## config.mk

```make
export PLATFORM = sky130hd
export DESIGN_NAME = four_channel_counter_timer
export DESIGN_NICKNAME = d
export VERILOG_FILES = /design/src/design/fcct_pkg.sv /design/src/design/four_channel_counter_timer.sv /design/src/design/fcct_channel.sv
export SDC_FILE = /design/constraint.sdc
export NUM_CORES = 1
export LEC_CHECK = 0
export BUFFER_PORTS_ARGS = -buffer_cell sky130_fd_sc_hd__buf_4
export CAP_MARGIN = 25
export CORE_MARGIN = 5
export CORE_UTILIZATION = 55
export CTS_BUF_LIST = sky130_fd_sc_hd__clkbuf_4 sky130_fd_sc_hd__clkbuf_8 sky130_fd_sc_hd__clkbuf_16
export CTS_CLUSTER_DIAMETER = 100
export DETAILED_ROUTE_END_ITERATION = 16
export PLACE_DENSITY_LB_ADDON = 0.1
export SLEW_MARGIN = 20
export SYNTH_ARGS = -nofsm -noshare
export SYNTH_HDL_FRONTEND = slang
export SYNTH_SLANG_ARGS = --single-unit
```

## constraint.sdc

```tcl
create_clock -name clk -period 4.3 [get_ports clk]
set_clock_uncertainty 0.1 [all_clocks]
set_input_delay 0.86 -clock clk [delete_from_list [all_inputs] [get_ports clk]]
set_output_delay 0.86 -clock clk [all_outputs]
set_load 0.01 [all_outputs]
```

## src/design/fcct_pkg.sv

```systemverilog
`default_nettype none

package fcct_pkg;

    typedef enum logic [2:0] {
        REQ_CONTROL = 3'd0,
        REQ_TCONST  = 3'd1,
        REQ_TRIGGER = 3'd2,
        REQ_TICK    = 3'd3,
        REQ_ACK     = 3'd4
    } req_type_t;

    // control word bits
    localparam logic [7:0] CW_IRQ_EN  = 8'h80;
    localparam logic [7:0] CW_COUNTER = 8'h40;
    localparam logic [7:0] CW_PRE256  = 8'h20;
    localparam logic [7:0] CW_RISING  = 8'h10;
    localparam logic [7:0] CW_TC_NEXT = 8'h04;
    localparam logic [7:0] CW_RESET   = 8'h02;

    localparam logic [8:0] PRESCALE_SHORT = 9'd16;
    localparam logic [8:0] PRESCALE_LONG  = 9'd256;

    typedef struct packed {
        logic      fire;       // item is processed this cycle
        req_type_t req;
        logic      sel;        // item addresses this channel
        logic [7:0] data;
        logic      level;
        logic      ack_clear;  // this channel is served by the acknowledge
    } chan_cmd_t;

    typedef struct packed {
        logic irq_req;         // enabled and pending now
        logic irq_req_next;    // enabled and pending after this item
        logic zero;            // count reached zero on this item
    } chan_stat_t;

    // a time constant of zero stands for 256
    function automatic logic [8:0] full_value(input logic [7:0] v);
        full_value = (v == 8'd0) ? 9'd256 : {1'b0, v};
    endfunction

endpackage

`default_nettype wire

```

## src/design/four_channel_counter_timer.sv

```systemverilog
// Four counter/timer channels driven by a stream of request beats.
// Slave side (s_*): one request per beat. s_tuser carries the request kind,
// s_tdata the channel, the control word or time constant, and the trigger level.
// Master side (m_*): exactly one result beat per request, in request order,
// carrying the acknowledge outcome, the vector, the interrupt line and the
// mask of channels that reached zero.
// cfg_*: writes the 32-bit vector bank (byte i for channel i); always ready.
// Write it only while no request is in flight.
// Pipeline: a request accepted into the input register is worked when it
// advances, which loads its result onto m_tdata (input register, then result
// register). One request per cycle is sustained while the receiver takes
// results; all channels update in parallel.
// When the result register is held by a stalled receiver, one further beat
// is taken into the input register and then s_tready drops until the result
// is taken. Reset clears all channel state, the vector bank and both stages.
`default_nettype none

module four_channel_counter_timer
    import fcct_pkg::*;
#(
    parameter int NUM_CHANNELS = 4
)
(
    input  wire logic        clk,
    input  wire logic        rst_n,
    input  wire logic        s_tvalid,
    output logic             s_tready,
    input  wire logic [15:0] s_tdata,   // channel[1:0], data[9:2], trigger_level[10], zero pad
    input  wire logic [2:0]  s_tuser,   // req_type[2:0]
    output logic             m_tvalid,
    input  wire logic        m_tready,
    output logic [15:0]      m_tdata,   // ack_valid[0], ack_channel[2:1], read_vector[10:3],
                                        // irq_pending[11], zero_mask[15:12]
    input  wire logic        cfg_valid,
    output logic             cfg_ready,
    input  wire logic [31:0] cfg_data
);

    localparam int MAX_CHANNELS = 4;

    logic        in_valid_reg;
    logic [2:0]  in_req_reg;
    logic [1:0]  in_channel_reg;
    logic [7:0]  in_data_reg;
    logic        in_level_reg;
    logic [31:0] vector_bank_reg;
    logic        m_tvalid_reg;
    logic [15:0] m_tdata_reg;

    logic        adv;
    req_type_t   req;
    logic        ack_found;
    logic [1:0]  ack_ch;
    logic [7:0]  ack_vec;
    logic [MAX_CHANNELS-1:0] serve;
    logic [MAX_CHANNELS-1:0] zero_mask;
    logic        irq_next;
    chan_stat_t  stat [MAX_CHANNELS];

    assign adv       = in_valid_reg && (!m_tvalid_reg || m_tready);
    assign s_tready  = !in_valid_reg || adv;
    assign cfg_ready = 1'b1;
    assign req       = req_type_t'(in_req_reg);

    always_ff @(posedge clk or negedge rst_n)
    begin
        if (!rst_n)
            in_valid_reg <= 1'b0;
        else if (s_tready)
            in_valid_reg <= s_tvalid;
    end

    always_ff @(posedge clk)
    begin
        if (s_tvalid && s_tready)
        begin
            in_req_reg     <= s_tuser;
            in_channel_reg <= s_tdata[1:0];
            in_data_reg    <= s_tdata[9:2];
            in_level_reg   <= s_tdata[10];
        end
    end

    always_ff @(posedge clk or negedge rst_n)
    begin
        if (!rst_n)
            vector_bank_reg <= 32'd0;
        else if (cfg_valid && cfg_ready)
            vector_bank_reg <= cfg_data;
    end

    // lowest enabled pending channel wins the acknowledge
    always_comb
    begin
        ack_found = 1'b0;
        ack_ch    = 2'd0;
        ack_vec   = 8'd0;
        serve     = '0;
        for (int c = 0; c < MAX_CHANNELS; c++)
        begin
            if (!ack_found && stat[c].irq_req)
            begin
                ack_found = 1'b1;
                ack_ch    = 2'(c);
                ack_vec   = vector_bank_reg[8*c +: 8];
                serve[c]  = 1'b1;
            end
        end
        if (req != REQ_ACK)
        begin
            ack_found = 1'b0;
            ack_ch    = 2'd0;
            ack_vec   = 8'd0;
            serve     = '0;
        end
    end

    for (genvar gi = 0; gi < MAX_CHANNELS; gi++)
    begin : g_chan
        if (gi < NUM_CHANNELS)
        begin : g_used
            chan_cmd_t cmd;
            assign cmd.fire      = adv;
            assign cmd.req       = req;
            assign cmd.sel       = (in_channel_reg == 2'(gi));
            assign cmd.data      = in_data_reg;
            assign cmd.level     = in_level_reg;
            assign cmd.ack_clear = serve[gi];

            fcct_channel u_channel (
                .clk   (clk),
                .rst_n (rst_n),
                .cmd   (cmd),
                .stat  (stat[gi])
            );
        end
        else
        begin : g_unused
            assign stat[gi] = '0;
        end
    end

    always_comb
    begin
        irq_next = 1'b0;
        for (int c = 0; c < MAX_CHANNELS; c++)
        begin
            zero_mask[c] = stat[c].zero;
            irq_next     = irq_next | stat[c].irq_req_next;
        end
    end

    always_ff @(posedge clk or negedge rst_n)
    begin
        if (!rst_n)
            m_tvalid_reg <= 1'b0;
        else if (adv)
            m_tvalid_reg <= 1'b1;
        else if (m_tready)
            m_tvalid_reg <= 1'b0;
    end

    always_ff @(posedge clk)
    begin
        if (adv)
            m_tdata_reg <= {zero_mask, irq_next, ack_vec, ack_ch, ack_found};
    end

    assign m_tvalid = m_tvalid_reg;
    assign m_tdata  = m_tdata_reg;

    a_serve_onehot: assert property (@(posedge clk) disable iff (!rst_n)
        $onehot0(serve))
        else $error("acknowledge serves more than one channel");

    a_ack_reported: assert property (@(posedge clk) disable iff (!rst_n)
        (adv && req == REQ_ACK && (stat[0].irq_req || stat[1].irq_req ||
         stat[2].irq_req || stat[3].irq_req)) |=> (m_tvalid && m_tdata[0]))
        else $error("pending interrupt not acknowledged");

    a_ack_channel_range: assert property (@(posedge clk) disable iff (!rst_n)
        (m_tvalid && m_tdata[0]) |-> ({1'b0, m_tdata[2:1]} < 3'(NUM_CHANNELS)))
        else $error("acknowledge names a channel that does not exist");

    a_stall_holds_input: assert property (@(posedge clk) disable iff (!rst_n)
        !s_tready |-> (in_valid_reg && m_tvalid_reg && !m_tready))
        else $error("input stalled without a held result");

    a_result_follows: assert property (@(posedge clk) disable iff (!rst_n)
        adv |=> m_tvalid)
        else $error("processed beat produced no result");

endmodule

`default_nettype wire

```

## src/design/fcct_channel.sv

```systemverilog
`default_nettype none

module fcct_channel
    import fcct_pkg::*;
(
    input  wire logic       clk,
    input  wire logic       rst_n,
    input  wire chan_cmd_t  cmd,
    output chan_stat_t      stat
);

    logic       irq_enable_reg,   irq_enable_next;
    logic       counter_mode_reg, counter_mode_next;
    logic       prescale_256_reg, prescale_256_next;
    logic       rising_edge_reg,  rising_edge_next;
    logic       running_reg,      running_next;
    logic       pending_reg,      pending_next;
    logic [8:0] down_count_reg,   down_count_next;
    logic [7:0] reload_value_reg, reload_value_next;
    logic [7:0] prescale_count_reg, prescale_count_next;
    logic       last_level_reg,   last_level_next;

    logic       do_advance;
    logic       edge_seen;
    logic [8:0] pre_limit;
    logic [8:0] pre_inc;
    logic [8:0] dec_count;
    logic       zero_hit;

    always_comb
    begin
        irq_enable_next     = irq_enable_reg;
        counter_mode_next   = counter_mode_reg;
        prescale_256_next   = prescale_256_reg;
        rising_edge_next    = rising_edge_reg;
        running_next        = running_reg;
        pending_next        = pending_reg;
        down_count_next     = down_count_reg;
        reload_value_next   = reload_value_reg;
        prescale_count_next = prescale_count_reg;
        last_level_next     = last_level_reg;
        do_advance          = 1'b0;

        edge_seen = rising_edge_reg ? (!last_level_reg && cmd.level)
                                    : (last_level_reg && !cmd.level);
        pre_limit = prescale_256_reg ? PRESCALE_LONG : PRESCALE_SHORT;
        pre_inc   = {1'b0, prescale_count_reg} + 9'd1;

        if (cmd.fire)
        begin
            case (cmd.req)
                REQ_CONTROL:
                begin
                    if (cmd.sel)
                    begin
                        irq_enable_next   = |(cmd.data & CW_IRQ_EN);
                        counter_mode_next = |(cmd.data & CW_COUNTER);
                        prescale_256_next = |(cmd.data & CW_PRE256);
                        rising_edge_next  = |(cmd.data & CW_RISING);
                        if (|(cmd.data & CW_RESET))
                        begin
                            down_count_next = 9'd0;
                            running_next    = 1'b0;
                            pending_next    = 1'b0;
                        end
                        if (|(cmd.data & CW_TC_NEXT))
                            running_next = 1'b0;
                    end
                end
                REQ_TCONST:
                begin
                    if (cmd.sel)
                    begin
                        reload_value_next = cmd.data;
                        down_count_next   = full_value(cmd.data);
                        running_next      = 1'b1;
                        pending_next      = 1'b0;
                    end
                end
                REQ_TRIGGER:
                begin
                    if (cmd.sel && counter_mode_reg)
                    begin
                        do_advance      = edge_seen && running_reg;
                        last_level_next = cmd.level;
                    end
                end
                REQ_TICK:
                begin
                    if (!counter_mode_reg && running_reg)
                    begin
                        if (pre_inc < pre_limit)
                            prescale_count_next = pre_inc[7:0];
                        else
                        begin
                            prescale_count_next = 8'd0;
                            do_advance          = 1'b1;
                        end
                    end
                end
                REQ_ACK:
                begin
                    if (cmd.ack_clear)
                        pending_next = 1'b0;
                end
                default:
                begin
                end
            endcase
        end

        // a count already at zero stays there and so reloads at once
        dec_count = (down_count_reg != 9'd0) ? down_count_reg - 9'd1 : 9'd0;
        zero_hit  = do_advance && (dec_count == 9'd0);
        if (do_advance)
        begin
            if (zero_hit)
            begin
                down_count_next = full_value(reload_value_reg);
                if (irq_enable_reg)
                    pending_next = 1'b1;
            end
            else
                down_count_next = dec_count;
        end
    end

    always_ff @(posedge clk or negedge rst_n)
    begin
        if (!rst_n)
        begin
            irq_enable_reg     <= 1'b0;
            counter_mode_reg   <= 1'b0;
            prescale_256_reg   <= 1'b0;
            rising_edge_reg    <= 1'b0;
            running_reg        <= 1'b0;
            pending_reg        <= 1'b0;
            down_count_reg     <= 9'd0;
            reload_value_reg   <= 8'd0;
            prescale_count_reg <= 8'd0;
            last_level_reg     <= 1'b0;
        end
        else
        begin
            irq_enable_reg     <= irq_enable_next;
            counter_mode_reg   <= counter_mode_next;
            prescale_256_reg   <= prescale_256_next;
            rising_edge_reg    <= rising_edge_next;
            running_reg        <= running_next;
            pending_reg        <= pending_next;
            down_count_reg     <= down_count_next;
            reload_value_reg   <= reload_value_next;
            prescale_count_reg <= prescale_count_next;
            last_level_reg     <= last_level_next;
        end
    end

    assign stat.irq_req      = irq_enable_reg && pending_reg;
    assign stat.irq_req_next = irq_enable_next && pending_next;
    assign stat.zero         = zero_hit;

endmodule

`default_nettype wire

```

==> results.cfg <==
[synth]
synth_cells = 1012
avgSynthCellArea_um2 = 9.85
seq_area_frac_synth = 0.497
ys_seq_elements = 192
synth_warnings = 0
ys.flop_type = dfrtp_1
synth_edf_count = 30
synth-async-reset-ratio = 0.844
syn-num-nets = 1081
synth_area_um2 = 9970
yosys.cell_types.count = 74

[global_routing]
grt_max_degree = 80
track_usage = 0.237
grt_pass1_wl_um = 39000
grt_overflow = 0
grt_pass1_vias = 7493
antenna_found_initial = 0

[cts]
clk_pin_slew_worst_paths_ns = 0.08
clk_latency_ns = 0.43
ctsResizeCount = 0
htree_levels = 4
cts_hold_buffers = 0
cts_setup_buffers = 0
clockBufferDepth = 2
numClockSinks = 192
cts_made_buffers = 17
root_buffer = clkbuf_16
cts_tree = done

[cells_and_area]
final_core_util = 0.631
nets = 1138
layout-drive-gt1-share = 0.169
area_growth_pct = 13.3
largest_reg_flops = 36
fillers = 1507
antenna_cells = 0

[detailed_routing]
routed_wl_um = 23900
post-route-drc-count = 0
first_pass_iters = 5
wl_per_cell_um = 18.2
drt-vias-per-instance = 6.08
drtIter0Drc = 468
ant_nets = 0
vias = 7971

[power]
p_int_w = 0.00361
power.density_nw_per_um2 = 473
p_sw_w = 0.00173
seq_power_share = 0.457
p_comb_frac = 0.228
clock_power_share = 0.315
leakagePower_nw = 5.04
p_sw_frac = 0.323
ir_drop_uv = 342

[sta]
hold_viol = 0
finalSetupViolCount = 0
final.min_clock_period_ns = 3.47
grt_setup_unrepaired = no
fin_crit_sh = 0.808
slew_headroom = 0.346
max_freq_mhz = 288
drv_slew = 0
worst_pin_slew_ns = 0.978
setup_tns_ns = 0

[floorplanning]
die-area_um2 = 20900
die_y_um = 145
start_util = 0.557
coreArea_um2 = 17900
io_pins = 75
dieWidth_um = 145
std_cell_rows = 49

[setup_path]
r2r_start = g_chan[2].g_used.u_channel.prescale_count_reg[0]
arrival_ns = 3.75
cp_slowest_stage_delay_ns = 0.65
path_delay_family = simple AND/OR/NAND/NOR gates
r2r_slack_ns = 0.83
cp_cell_sequence = ha_1 -> and3_1 -> and3_1 -> and3_1 -> ha_1 -> nand2b_1 -> mux2_2 -> o2111ai_4 -> a32oi_4 -> and2_1 -> a221o_1
cp-end-kind = flop
worst-r2r-cell-count = 11
path_common_cell = and3_1
critPathSlowestCell = a32oi_4
cp_max_fo = 19
r2r_end = g_chan[2].g_used.u_channel.down_count_reg[2]
required_ns = 4.57
crit_buf_inv = 0
critPathKind = flop to flop
start_kind = flop

[placed_design]
port_buffers = 68
place.gp.congestion = 0.889
hpwl_um = 16600

[job]
drv_cap = 0

[outcome]
status = finished clean

[worst_hold_path]
hp-class = primary input to asynchronous set/reset pin
## Yosys cell counts (all sizes together), types with 11 or more instances
| library cell | count | area (um^2) |
|---|---|---|
| a211o | 12 | 105 |
| a211oi | 14 | 105 |
| a21oi | 51 | 255 |
| and2 | 12 | 75.1 |
| and3 | 22 | 138 |
| buf | 16 | 100 |
| clkbuf | 26 | 97.6 |
| dfrtp | 162 | 4050 |
| edfxtp | 30 | 901 |
| ha | 13 | 163 |
| inv | 28 | 105 |
| mux2 | 51 | 574 |
| mux2i | 15 | 150 |
| nand2 | 178 | 668 |
| nand3 | 27 | 135 |
| nand4 | 12 | 81.3 |
| nor2 | 79 | 304 |
| nor2b | 14 | 87.6 |
| nor3 | 18 | 95.1 |
| nor4 | 11 | 75.1 |
| o21ai | 52 | 260 |
| o31ai | 20 | 169 |
| xnor2 | 11 | 96.3 |
| xor2 | 11 | 96.3 |
## how the worst max path moves through the flow
stage / start / end / slack (ns) / cells after the start
4_1_cts: g_chan[2].g_used.u_channel.prescale_count_reg[0] / g_chan[2].g_used.u_channel.down_count_reg[4] / 0.84 / 11
2_1_floorplan: g_chan[2].g_used.u_channel.prescale_count_reg[0] / g_chan[2].g_used.u_channel.down_count_reg[5] / 1.28 / 12
3_3_place_gp: g_chan[2].g_used.u_channel.prescale_count_reg[0] / m_tdata[11] / 0.87 / 11
5_1_grt: g_chan[2].g_used.u_channel.prescale_count_reg[0] / g_chan[2].g_used.u_channel.down_count_reg[2] / 0.68 / 11
6_report: g_chan[2].g_used.u_channel.prescale_count_reg[0] / g_chan[2].g_used.u_channel.down_count_reg[2] / 0.83 / 11
3_5_place_dp: g_chan[2].g_used.u_channel.prescale_count_reg[0] / g_chan[2].g_used.u_channel.down_count_reg[5] / 0.84 / 11
## through the flow
step	cells	cell area (um^2)	total power, W	hold WS [ns]	worst slack (ns)
5_1_grt	1311	11300	0.00565	0.424	0.684
3_5_place_dp	1279	10700	0.00368	0.393	0.844
4_1_cts	1311	11300	0.00537	0.388	0.835
3_3_place_gp	1278	10700	0.00365	0.382	0.870
6_report	1311	11300	0.00534	0.344	0.825
2_1_floorplan	1012	9970	0.00331	0.353	1.28
## layout by cell type (no fill, tap or decap), types with 17 or more instances in the layout
cell         n
clkbuf_16   17
nand3_1     27
dfrtp_1    162
nand2_1    178
and3_1      22
inv_1       28
nor3_1      17
nor2_1      78
o21ai_0     51
o31ai_1     18
mux2_2      51
buf_4       77
edfxtp_1    30
a21oi_1     51
## cell families (layout without fill, tap and decap cells)
| kind of cell | Yosys count | count (layout) | share of synthesized area |
|---|---|---|---|
| AND/OR/NAND/NOR | 426 | 426 | 0.208 |
| AO/OA/AOI/OAI | 222 | 222 | 0.156 |
| flip-flops | 192 | 192 | 0.497 |
| buffers and inverters | 70 | 140 | 0.0304 |
| multiplexers | 66 | 66 | 0.0726 |
| XOR/XNOR | 22 | 22 | 0.0193 |
| adder cells (fa/ha/maj) | 13 | 13 | 0.0163 |
| other | 1 | 1 | 0.000376 |
## power groups by stage
stage	clock network (W)	logic [W]	registers (W)
floorplan	0	0.000958	0.00236
global placement	0	0.00119	0.00247
detailed placement	0	0.00121	0.00247
CTS	0.00171	0.00122	0.00243
global route	0.00179	0.00138	0.00248
finish	0.00168	0.00122	0.00244
## metal layers
metal | share of wire | track usage
met4 | 0.013 | 0.0638
met2 | 0.49 | 0.384
met5 | 0 | 0
met1 | 0.45 | 0.331
met3 | 0.053 | 0.0414
## final cells by class
type | count | area (um^2) | share of cell area
well taps | 229 | 287 | 0.0254
inverters | 28 | 105 | 0.00930
clock inverters | 15 | 198 | 0.0175
flip-flops and latches | 192 | 4950 | 0.438
multi-input cells | 750 | 4720 | 0.418
repair buffers | 80 | 613 | 0.0542
clock buffers | 17 | 425 | 0.0376
No activity file was read; power rests on OpenSTA's default activity.
